<file path="config.mk">
export PLATFORM = sky130hd
export DESIGN_NAME = pll_divider_search_unit_flat
export DESIGN_NICKNAME = d
export VERILOG_FILES = /design/src/rtl/core/pds_pkg.sv /design/src/rtl/core/pds_in_if.sv /design/src/rtl/core/pds_out_if.sv /design/src/rtl/core/pds_ctrl.sv /design/src/rtl/core/pds_dp.sv /design/src/rtl/core/pll_divider_search_unit.sv /design/src/flat_wrapper.sv
export SDC_FILE = /design/constraint.sdc
export NUM_CORES = 1
export LEC_CHECK = 0
export BUFFER_PORTS_ARGS = -buffer_cell sky130_fd_sc_hd__buf_2
export CAP_MARGIN = 20
export CORE_UTILIZATION = 55
export CTS_CLUSTER_SIZE = 25
export DETAILED_ROUTE_END_ITERATION = 12
export PLACE_DENSITY = 0.85
export SLEW_MARGIN = 20
export SYNTH_ARGS = -nofsm -noshare
export SYNTH_HDL_FRONTEND = slang
export SYNTH_SLANG_ARGS = --single-unit
export TNS_END_PERCENT = 20
</file>
<file path="constraint.sdc">
create_clock -name clk_i -period 5 [get_ports clk_i]
set_input_delay 0 -clock clk_i [delete_from_list [all_inputs] [get_ports clk_i]]
set_output_delay 0 -clock clk_i [all_outputs]
set_load 0.03 [all_outputs]
</file>
<file path="src/rtl/core/pds_pkg.sv">
// Types, constants and the per-reference-divider table of the divider search.
`default_nettype none
package pds_pkg;

  localparam int unsigned PIX_W  = 20;
  localparam int unsigned POST_W = 6;
  localparam int unsigned LOOP_W = 8;
  localparam int unsigned REF_W  = 3;
  localparam int unsigned VCO_W  = 22;  // VCO stays at or below 3200000
  localparam int unsigned REM_W  = 3;
  localparam int unsigned TOL    = 1000;

  localparam logic [REF_W-1:0] REF_FIRST = 3'd3;
  localparam logic [REF_W-1:0] REF_LAST  = 3'd5;

  typedef struct packed {
    logic start;  // load a new pixel clock, first candidate
    logic step;   // advance to the next candidate
    logic load;   // capture the result register
  } cmd_t;

  typedef struct packed {
    logic match;  // current candidate is within tolerance
    logic last;   // current candidate is the final one
  } status_t;

  // Loop count span and VCO stepping per reference divider. The span is
  // 12*ref..32*ref clipped to 24..160; the VCO at the span start is exact.
  typedef struct packed {
    logic [LOOP_W-1:0] loop_start;
    logic [LOOP_W-1:0] loop_stop;
    logic [VCO_W-1:0]  vco_start;
    logic [VCO_W-1:0]  vco_quot;   // 100000 / ref
    logic [REM_W-1:0]  vco_rem;    // 100000 % ref
  } ref_info_t;

  function automatic ref_info_t ref_info(input logic [REF_W-1:0] ref_div);
    ref_info_t info;
    case (ref_div)
      3'd3:    info = '{8'd36, 8'd96,  22'd1200000, 22'd33333, 3'd1};
      3'd4:    info = '{8'd48, 8'd128, 22'd1200000, 22'd25000, 3'd0};
      3'd5:    info = '{8'd60, 8'd160, 22'd1200000, 22'd20000, 3'd0};
      default: info = '{8'd36, 8'd96,  22'd1200000, 22'd33333, 3'd1};
    endcase
    return info;
  endfunction

endpackage
`default_nettype wire

</file>
<file path="src/rtl/core/pds_in_if.sv">
// Input channel: requested pixel clock.
`default_nettype none
interface pds_in_if;
  logic                        valid;
  logic                        ready;
  logic [pds_pkg::PIX_W-1:0]   pix_clock_khz;

  modport source (output valid, output pix_clock_khz, input ready);
  modport sink   (input valid, input pix_clock_khz, output ready);
endinterface
`default_nettype wire

</file>
<file path="src/rtl/core/pds_out_if.sv">
// Output channel: chosen PLL divider triple.
`default_nettype none
interface pds_out_if;
  logic                        valid;
  logic                        ready;
  logic                        found;
  logic [pds_pkg::POST_W-1:0]  post_divider;
  logic [pds_pkg::LOOP_W-1:0]  loop_count;
  logic [pds_pkg::REF_W-1:0]   ref_divider;

  modport source (output valid, output found, output post_divider,
                  output loop_count, output ref_divider, input ready);
  modport sink   (input valid, input found, input post_divider,
                  input loop_count, input ref_divider, output ready);
endinterface
`default_nettype wire

</file>
<file path="src/rtl/core/pds_ctrl.sv">
// Search controller: handshakes, search sequencing, result valid.
`default_nettype none
module pds_ctrl (
  input  wire logic              clk_i,
  input  wire logic              rst_ni,
  input  wire logic              in_valid_i,
  output logic                   in_ready_o,
  output logic                   out_valid_o,
  input  wire logic              out_ready_i,
  input  wire pds_pkg::status_t  status_i,
  output pds_pkg::cmd_t          cmd_o
);

  typedef enum logic [1:0] {
    ST_IDLE   = 2'b01,
    ST_SEARCH = 2'b10
  } state_e;

  state_e state_q, state_d;
  logic   out_valid_q, out_valid_d;
  logic   out_free;
  logic   done;

  assign out_free = !out_valid_q || out_ready_i;
  assign done     = status_i.match || status_i.last;

  always_comb begin
    state_d    = state_q;
    in_ready_o = 1'b0;
    cmd_o      = '0;
    case (state_q)
      ST_IDLE: begin
        in_ready_o = 1'b1;
        if (in_valid_i) begin
          cmd_o.start = 1'b1;
          state_d     = ST_SEARCH;
        end
      end
      ST_SEARCH: begin
        if (!done) begin
          cmd_o.step = 1'b1;
        end else if (out_free) begin
          cmd_o.load = 1'b1;
          state_d    = ST_IDLE;
        end
      end
      default: state_d = ST_IDLE;
    endcase
  end

  always_comb begin
    out_valid_d = out_valid_q;
    if (cmd_o.load) begin
      out_valid_d = 1'b1;
    end else if (out_ready_i) begin
      out_valid_d = 1'b0;
    end
  end

  always_ff @(posedge clk_i or negedge rst_ni) begin
    if (!rst_ni) begin
      state_q     <= ST_IDLE;
      out_valid_q <= 1'b0;
    end else begin
      state_q     <= state_d;
      out_valid_q <= out_valid_d;
    end
  end

  assign out_valid_o = out_valid_q;

endmodule
`default_nettype wire

</file>
<file path="src/rtl/core/pds_dp.sv">
// Search datapath: candidate counters, incremental VCO, match test, result.
`default_nettype none
module pds_dp #(
  parameter int unsigned POST_DIV_LIMIT = 64
) (
  input  wire logic                          clk_i,
  input  wire pds_pkg::cmd_t                 cmd_i,
  input  wire logic [pds_pkg::PIX_W-1:0]     pix_clock_khz_i,
  output pds_pkg::status_t                   status_o,
  output logic                               found_o,
  output logic [pds_pkg::POST_W-1:0]         post_divider_o,
  output logic [pds_pkg::LOOP_W-1:0]         loop_count_o,
  output logic [pds_pkg::REF_W-1:0]          ref_divider_o
);

  localparam int unsigned PW = $clog2(POST_DIV_LIMIT);
  localparam int unsigned WW = pds_pkg::PIX_W + PW;
  localparam int unsigned DW = ((WW > pds_pkg::VCO_W) ? WW : pds_pkg::VCO_W) + 1;
  localparam logic [PW-1:0] POST_LAST = PW'(POST_DIV_LIMIT - 1);

  logic [pds_pkg::PIX_W-1:0]  clk_q;
  logic [PW-1:0]              post_q;
  logic [WW-1:0]              want_q;
  logic [pds_pkg::REF_W-1:0]  ref_q;
  logic [pds_pkg::LOOP_W-1:0] loop_q;
  logic [pds_pkg::VCO_W-1:0]  vco_q;
  logic [pds_pkg::REM_W-1:0]  rem_q;

  pds_pkg::ref_info_t         cur_info, nxt_info, first_info;
  logic [pds_pkg::REF_W-1:0]  ref_next;
  logic [pds_pkg::REM_W-1:0]  rem_sum;
  logic                       rem_wrap;
  logic signed [DW-1:0]       diff;
  logic                       loop_end, ref_end;
  logic [PW+pds_pkg::POST_W-1:0] post_ext;

  assign cur_info   = pds_pkg::ref_info(ref_q);
  assign ref_next   = ref_end ? pds_pkg::REF_FIRST : ref_q + 3'd1;
  assign nxt_info   = pds_pkg::ref_info(ref_next);
  assign first_info = pds_pkg::ref_info(pds_pkg::REF_FIRST);

  assign loop_end = (loop_q == cur_info.loop_stop);
  assign ref_end  = (ref_q == pds_pkg::REF_LAST);

  assign rem_sum  = rem_q + cur_info.vco_rem;
  assign rem_wrap = (rem_sum >= ref_q);

  assign diff = $signed(DW'(want_q)) - $signed(DW'(vco_q));
  assign status_o.match = (diff < $signed(DW'(pds_pkg::TOL)))
                       && (diff > -$signed(DW'(pds_pkg::TOL)));
  assign status_o.last  = loop_end && ref_end && (post_q == POST_LAST);

  always_ff @(posedge clk_i) begin
    if (cmd_i.start) begin
      clk_q  <= pix_clock_khz_i;
      post_q <= PW'(1);
      want_q <= WW'(pix_clock_khz_i);
      ref_q  <= pds_pkg::REF_FIRST;
      loop_q <= first_info.loop_start;
      vco_q  <= first_info.vco_start;
      rem_q  <= '0;
    end else if (cmd_i.step) begin
      if (loop_end) begin
        // next reference divider (and post divider after the last one)
        ref_q  <= ref_next;
        loop_q <= nxt_info.loop_start;
        vco_q  <= nxt_info.vco_start;
        rem_q  <= '0;
        if (ref_end) begin
          post_q <= post_q + PW'(1);
          want_q <= want_q + WW'(clk_q);
        end
      end else begin
        loop_q <= loop_q + 8'd1;
        vco_q  <= vco_q + cur_info.vco_quot + pds_pkg::VCO_W'(rem_wrap);
        rem_q  <= rem_wrap ? rem_sum - ref_q : rem_sum;
      end
    end
  end

  assign post_ext = {pds_pkg::POST_W'(0), post_q};

  always_ff @(posedge clk_i) begin
    if (cmd_i.load) begin
      found_o        <= status_o.match;
      post_divider_o <= status_o.match ? post_ext[pds_pkg::POST_W-1:0] : '0;
      loop_count_o   <= status_o.match ? loop_q : '0;
      ref_divider_o  <= status_o.match ? ref_q : '0;
    end
  end

endmodule
`default_nettype wire

</file>
<file path="src/rtl/core/pll_divider_search_unit.sv">
// Top level of the PLL divider search unit.
// Usage:
//   in_i  (sink)   : one transfer carries pix_clock_khz, the wanted pixel
//                    clock in kHz. ready is high only while the unit is idle.
//   out_o (source) : one transfer per request: found plus the divider
//                    triple (post_divider, loop_count, ref_divider), all
//                    zero when nothing fits.
// Search: post divider 1..POST_DIV_LIMIT-1, then ref divider 3..5, then
//   loop count over 12*ref..32*ref, one candidate per cycle. The VCO is
//   stepped by 100000/ref with a remainder carry, so no divider is needed.
// Result: the result register loads at the end of the cycle that tests
//   the hit (or the final candidate). 243 candidates per post divider,
//   15309 at most with the default limit. The unit then returns to idle
//   before it takes the next request. One request is in flight at a time.
// Receiver stall: the result waits in the output register; a new request
//   can be taken meanwhile, and its search holds on its final candidate
//   until the register frees up.
// Reset: asynchronous, active low; clears the controller and result valid.
`default_nettype none
module pll_divider_search_unit #(
  parameter int unsigned POST_DIV_LIMIT = 64
) (
  input  wire logic  clk_i,
  input  wire logic  rst_ni,
  pds_in_if.sink     in_i,
  pds_out_if.source  out_o
);

  pds_pkg::cmd_t     cmd;
  pds_pkg::status_t  status;

  pds_ctrl u_ctrl (
    .clk_i       (clk_i),
    .rst_ni      (rst_ni),
    .in_valid_i  (in_i.valid),
    .in_ready_o  (in_i.ready),
    .out_valid_o (out_o.valid),
    .out_ready_i (out_o.ready),
    .status_i    (status),
    .cmd_o       (cmd)
  );

  pds_dp #(
    .POST_DIV_LIMIT (POST_DIV_LIMIT)
  ) u_dp (
    .clk_i           (clk_i),
    .cmd_i           (cmd),
    .pix_clock_khz_i (in_i.pix_clock_khz),
    .status_o        (status),
    .found_o         (out_o.found),
    .post_divider_o  (out_o.post_divider),
    .loop_count_o    (out_o.loop_count),
    .ref_divider_o   (out_o.ref_divider)
  );

endmodule
`default_nettype wire

</file>
<file path="src/flat_wrapper.sv">
// flat-port wrapper written by rule: the top's interface ports become plain ports
module pll_divider_search_unit_flat 
#(
  parameter int unsigned POST_DIV_LIMIT = 64
)
  (clk_i, rst_ni, in_i_valid, in_i_pix_clock_khz, in_i_ready, out_o_valid, out_o_found, out_o_post_divider, out_o_loop_count, out_o_ref_divider, out_o_ready);
  pds_in_if in_i_i ();
  pds_out_if out_o_i ();
  input  wire logic clk_i;
  input  wire logic rst_ni;
  input wire logic [$bits(in_i_i.valid)-1:0] in_i_valid;
  input wire logic [$bits(in_i_i.pix_clock_khz)-1:0] in_i_pix_clock_khz;
  output wire logic [$bits(in_i_i.ready)-1:0] in_i_ready;
  output wire logic [$bits(out_o_i.valid)-1:0] out_o_valid;
  output wire logic [$bits(out_o_i.found)-1:0] out_o_found;
  output wire logic [$bits(out_o_i.post_divider)-1:0] out_o_post_divider;
  output wire logic [$bits(out_o_i.loop_count)-1:0] out_o_loop_count;
  output wire logic [$bits(out_o_i.ref_divider)-1:0] out_o_ref_divider;
  input wire logic [$bits(out_o_i.ready)-1:0] out_o_ready;
  assign in_i_i.valid = in_i_valid;
  assign in_i_i.pix_clock_khz = in_i_pix_clock_khz;
  assign in_i_ready = in_i_i.ready;
  assign out_o_valid = out_o_i.valid;
  assign out_o_found = out_o_i.found;
  assign out_o_post_divider = out_o_i.post_divider;
  assign out_o_loop_count = out_o_i.loop_count;
  assign out_o_ref_divider = out_o_i.ref_divider;
  assign out_o_i.ready = out_o_ready;
  pll_divider_search_unit #(.POST_DIV_LIMIT(POST_DIV_LIMIT)) u_core (.clk_i(clk_i), .rst_ni(rst_ni), .in_i(in_i_i), .out_o(out_o_i));
endmodule
</file>
==> qor.json <==
{
  "max_slew_margin": {"value": 0.339},
  "sequential_cell_area_fraction_in_the_yosys_report": {"value": 0.359},
  "layout-drive-gt1-share": {"value": 0.111},
  "area_occupied_by_multi_input_gates": {"value": 0.00462, "unit": "mm2"},
  "global_route_wire_length_before_repair": {"value": 29900, "unit": "um"},
  "drc_errors": {"value": 0},
  "antenna_violations_before_repair": {"value": 0},
  "critPathMaxFanout": {"value": 6},
  "initial_standard_cell_utilization_of_the_core": {"value": 0.573},
  "number_of_hold_violations_in_the_final_report": {"value": 0},
  "post-synth-top-area-cell": {"value": "sky130_fd_sc_hd__edfxtp_1"},
  "nNetsFinal": {"value": 1020},
  "p_total": {"value": 5.11, "unit": "mW"},
  "insertedDiodeCount": {"value": 0},
  "grt_overflow": {"value": 0},
  "detail_route.first_pass.iterations": {"value": 5},
  "max_freq": {"value": 216, "unit": "MHz"},
  "count_of_mapped_cells_out_of_synthesis": {"value": 871},
  "cts_root_buffer": {"value": "sky130_fd_sc_hd__clkbuf_16"},
  "clock-sinks": {"value": 109},
  "synth.distinct_cells": {"value": 80},
  "area_growth": {"value": 11.4, "unit": "%"},
  "cts_tree": {"value": "built"},
  "hold_path_class": {"value": "input pin to asynchronous set/reset pin"},
  "timing.setup.critical_path_class": {"value": "register to register"},
  "die_width": {"value": 121, "unit": "um"},
  "first_iter_violations": {"value": 512},
  "timing_max_transition_violations_final": {"value": 0},
  "timing.setup.tns": {"value": 0, "unit": "ns"},
  "die_y_extent": {"value": 121, "unit": "um"},
  "cellPowerDensity": {"value": 593, "unit": "mW/mm2"},
  "layout_worst_path_cycle_share": {"value": 0.928},
  "design.portCount": {"value": 44},
  "area_of_the_core": {"value": 0.0135, "unit": "mm2"},
  "fillerInstances": {"value": 1089},
  "finalWeightedCongestion": {"value": 0.974},
  "critical_path.endpoint_type": {"value": "register"},
  "synthesized_flop_and_latch_total": {"value": 109},
  "placed_cell_area": {"value": 0.00811, "unit": "mm2"},
  "arrival": {"value": 4.87, "unit": "ns"},
  "synth.yosys.warnings": {"value": 0},
  "via_count_of_the_first_global_routing_pass": {"value": 6416},
  "status": {"value": "complete, no violations"},
  "drv.max_cap_violation_count": {"value": 0},
  "grt_max_degree": {"value": 53},
  "synth_nets": {"value": 964},
  "max_slew.worst_pin.slew": {"value": 0.991, "unit": "ns"},
  "synth_commonest_cells": {"value": "83 x sky130_fd_sc_hd__nor2_1, 77 x sky130_fd_sc_hd__a21oi_1, 65 x sky130_fd_sc_hd__ha_1, 65 x sky130_fd_sc_hd__nand2_1, 58 x sky130_fd_sc_hd__edfxtp_1"},
  "syn-mean-instance-area": {"value": 8.88, "unit": "um2"},
  "synth_edf_count": {"value": 58},
  "drt-wirelength-per-cell": {"value": 16.5, "unit": "um"},
  "synth_most_common_cell": {"value": "sky130_fd_sc_hd__nor2_1"},
  "buffer_ports.inserted": {"value": 43},
  "skew": {"value": 0.00867, "unit": "ns"},
  "period_needed": {"value": 4.64, "unit": "ns"},
  "design.die.area": {"value": 0.0145, "unit": "mm2"},
  "clock_path_buffers": {"value": 2},
  "drt-vias-per-instance": {"value": 6.10},
  "finalWirelength": {"value": 18300, "unit": "um"},
  "synth_top_area_share": {"value": 0.225},
  "req_time_crit_path": {"value": 5.23, "unit": "ns"},
  "hpwlAfterDp": {"value": 13200, "unit": "um"},
  "vdd_drop_max": {"value": 0.419, "unit": "mV"},
  "synth_ff_type": {"value": "sky130_fd_sc_hd__edfxtp_1"},
  "synth_area": {"value": 0.00774, "unit": "mm2"},
  "worstSkewPairLatency": {"value": 0.36, "unit": "ns"},
  "path_clk_slew": {"value": 0.07, "unit": "ns"},
  "setup_viol": {"value": 0},
  "cellLeakagePower": {"value": 3.43, "unit": "nW"},
  "ant_nets": {"value": 0},
  "cts.htree.levels": {"value": 3},
  "post_synth_main_area_contributors": {"value": "sky130_fd_sc_hd__edfxtp_1 23%, sky130_fd_sc_hd__dfxtp_1 12%, sky130_fd_sc_hd__ha_1 11%"},
  "post-route-cell-area": {"value": 0.00862, "unit": "mm2"},
  "critPathLaunchType": {"value": "register"},
  "register_area": {"value": 0.00278, "unit": "mm2"},
  "synth-async-reset-ratio": {"value": 0.0275},
  "rows": {"value": 42},
  "numCtsBuffers": {"value": 9},
  "rsz0062_at_grt": {"value": "false"},
  "routed-via-count": {"value": 6754},
  "globalRouteTotalUtil": {"value": 0.259}
}
[state kept, by name (all words and copies together) (netlist names)]
name / cells
u_core.u_dp.rem_q: 3
u_core.u_dp.loop_q: 8
u_core.u_dp.post_q: 6
u_core.u_dp.ref_q: 3
u_core.u_dp.ref_divider_o: 3
u_core.u_ctrl.out_valid_o: 1
u_core.u_dp.vco_q: 22
u_core.u_ctrl.state_q: 2
u_core.u_dp.loop_count_o: 8
u_core.u_dp.clk_q: 20
u_core.u_dp.found_o: 1
u_core.u_dp.want_q: 26
u_core.u_dp.post_divider_o: 6
[logic make-up (layout without fill, tap and decap cells)]
logic type | after synthesis | count (layout) | synth area share
AO/OA/AOI/OAI | 249 | 249 | 0.216
XOR/XNOR | 45 | 45 | 0.0509
adder cells (fa/ha/maj) | 69 | 69 | 0.115
buffers and inverters | 87 | 148 | 0.0480
flip-flops | 109 | 109 | 0.359
multiplexers | 12 | 12 | 0.0157
AND/OR/NAND/NOR | 300 | 300 | 0.195
[path summary, 6_finish.rpt]
path                                                   start                              endpoint  slack (ns)  cells past startpoint
max                        u_core.u_dp.ref_q[2]$_SDFFE_PP0P_    u_core.u_dp.vco_q[20]$_SDFFE_PP1P_        0.36                     24
min                                                   rst_ni  u_core.u_ctrl.state_q[0]$_DFFE_PN1P_        0.14                      2
max reg2reg                u_core.u_dp.ref_q[2]$_SDFFE_PP0P_    u_core.u_dp.vco_q[20]$_SDFFE_PP1P_        0.36                     24
min reg2reg                u_core.u_dp.rem_q[0]$_SDFFE_PP0P_     u_core.u_dp.rem_q[0]$_SDFFE_PP0P_        0.47                      2
max in group asynchronous                             rst_ni  u_core.u_ctrl.state_q[1]$_DFFE_PN0P_        4.34                      3
min in group clk_i                                in_i_valid    u_core.u_dp.post_q[0]$_SDFFE_PP1P_        0.23                      4
[cell usage in the layout (no fill, tap or decap), types with 6 or more instances in the layout]
| cell type | count |
|---|---|
| sky130_fd_sc_hd__nand2_1 | 64 |
| sky130_fd_sc_hd__dfxtp_1 | 48 |
| sky130_fd_sc_hd__nor2_1 | 82 |
| sky130_fd_sc_hd__and2_1 | 13 |
| sky130_fd_sc_hd__a21o_1 | 17 |
| sky130_fd_sc_hd__a211oi_1 | 8 |
| sky130_fd_sc_hd__nor2b_1 | 11 |
| sky130_fd_sc_hd__clkbuf_16 | 9 |
| sky130_fd_sc_hd__o21ai_0 | 36 |
| sky130_fd_sc_hd__nand4_1 | 11 |
| sky130_fd_sc_hd__buf_4 | 9 |
| sky130_fd_sc_hd__dlygate4sd3_1 | 23 |
| sky130_fd_sc_hd__a31oi_1 | 18 |
| sky130_fd_sc_hd__o211ai_1 | 10 |
| sky130_fd_sc_hd__a21oi_1 | 76 |
| sky130_fd_sc_hd__or3_1 | 8 |
| sky130_fd_sc_hd__edfxtp_1 | 58 |
| sky130_fd_sc_hd__nor3_1 | 19 |
| sky130_fd_sc_hd__inv_1 | 52 |
| sky130_fd_sc_hd__xor2_1 | 16 |
| sky130_fd_sc_hd__and3_1 | 13 |
| sky130_fd_sc_hd__o21bai_1 | 10 |
| sky130_fd_sc_hd__buf_2 | 43 |
| sky130_fd_sc_hd__nand2b_1 | 16 |
| sky130_fd_sc_hd__a311oi_2 | 6 |
| sky130_fd_sc_hd__o21a_1 | 11 |
| sky130_fd_sc_hd__mux2i_1 | 11 |
| sky130_fd_sc_hd__o21ai_1 | 11 |
| sky130_fd_sc_hd__nand3_1 | 28 |
| sky130_fd_sc_hd__xnor2_1 | 29 |
| sky130_fd_sc_hd__ha_1 | 65 |
[timing repair]
| action | in CTS | in global routing |
|---|---|---|
| hold buffers | 23 | 0 |
| gates resized for setup | 0 | 4 |
| buffers inserted | 0 | 1 |
| endpoints found under the setup margin | 0 | 4 |
| hold endpoints to repair | 41 | 0 |
[critical path, stage by stage, from the launching register on]
cell and delay, ns:
sky130_fd_sc_hd__dfxtp_1 0.42, sky130_fd_sc_hd__inv_2 0.09, sky130_fd_sc_hd__nor2_2 0.17, sky130_fd_sc_hd__inv_2 0.11, sky130_fd_sc_hd__ha_1 0.19, sky130_fd_sc_hd__ha_1 0.32
sky130_fd_sc_hd__ha_1 0.28, sky130_fd_sc_hd__o21ai_0 0.07, sky130_fd_sc_hd__nand2b_1 0.08, sky130_fd_sc_hd__a21oi_1 0.19, sky130_fd_sc_hd__inv_1 0.07, sky130_fd_sc_hd__fa_1 0.39
sky130_fd_sc_hd__ha_1 0.22, sky130_fd_sc_hd__a21oi_1 0.16, sky130_fd_sc_hd__nor2_1 0.05, sky130_fd_sc_hd__nor2_1 0.16, sky130_fd_sc_hd__o21ai_0 0.13, sky130_fd_sc_hd__nand3_1 0.11
sky130_fd_sc_hd__a21o_1 0.14, sky130_fd_sc_hd__o21ai_0 0.17, sky130_fd_sc_hd__a31oi_1 0.28, sky130_fd_sc_hd__o21ai_1 0.19, sky130_fd_sc_hd__a31o_2 0.28, sky130_fd_sc_hd__a21oi_1 0.15
sky130_fd_sc_hd__o21ai_1 0.07
[layer usage]
metal	GRT usage	vias to the layer above	share of wire
met5	0	-	0
met4	0.133	0	0.036
met3	0.0415	52	0.045
met2	0.423	178	0.47
met1	0.331	3213	0.44
li1	-	3311	-
[cell type report]
type | count | area share
Clock inverter | 4 | 0.00276
Sequential cell | 109 | 0.322
Clock buffer | 12 | 0.0274
Inverter | 56 | 0.0244
Multi-Input combinational cell | 675 | 0.536
Timing Repair Buffer | 76 | 0.0618
Tap cell | 176 | 0.0255
[power breakdown]
part / switching, mW / internal (mW) / leakage, nW
logic: 1.81 / 1.26 / 2.37
registers: 0.149 / 1.22 / 0.926
clock network: 0.333 / 0.338 / 0.131
total: 2.29 / 2.82 / 3.43
[metrics by stage]
stage                     hold slack (ns)  std cells  setup WS [ns]   util
after floorplan                    -0.296        871        0.00773      -
after global placement             -0.204       1068          0.347  0.601
after detailed placement           -0.203       1068          0.171  0.601
after CTS                           0.103       1107          0.145  0.637
after global routing                0.156       1108        0.00349  0.639
final                               0.142       1108          0.361  0.639
No activity file was read; power rests on OpenSTA's default activity.
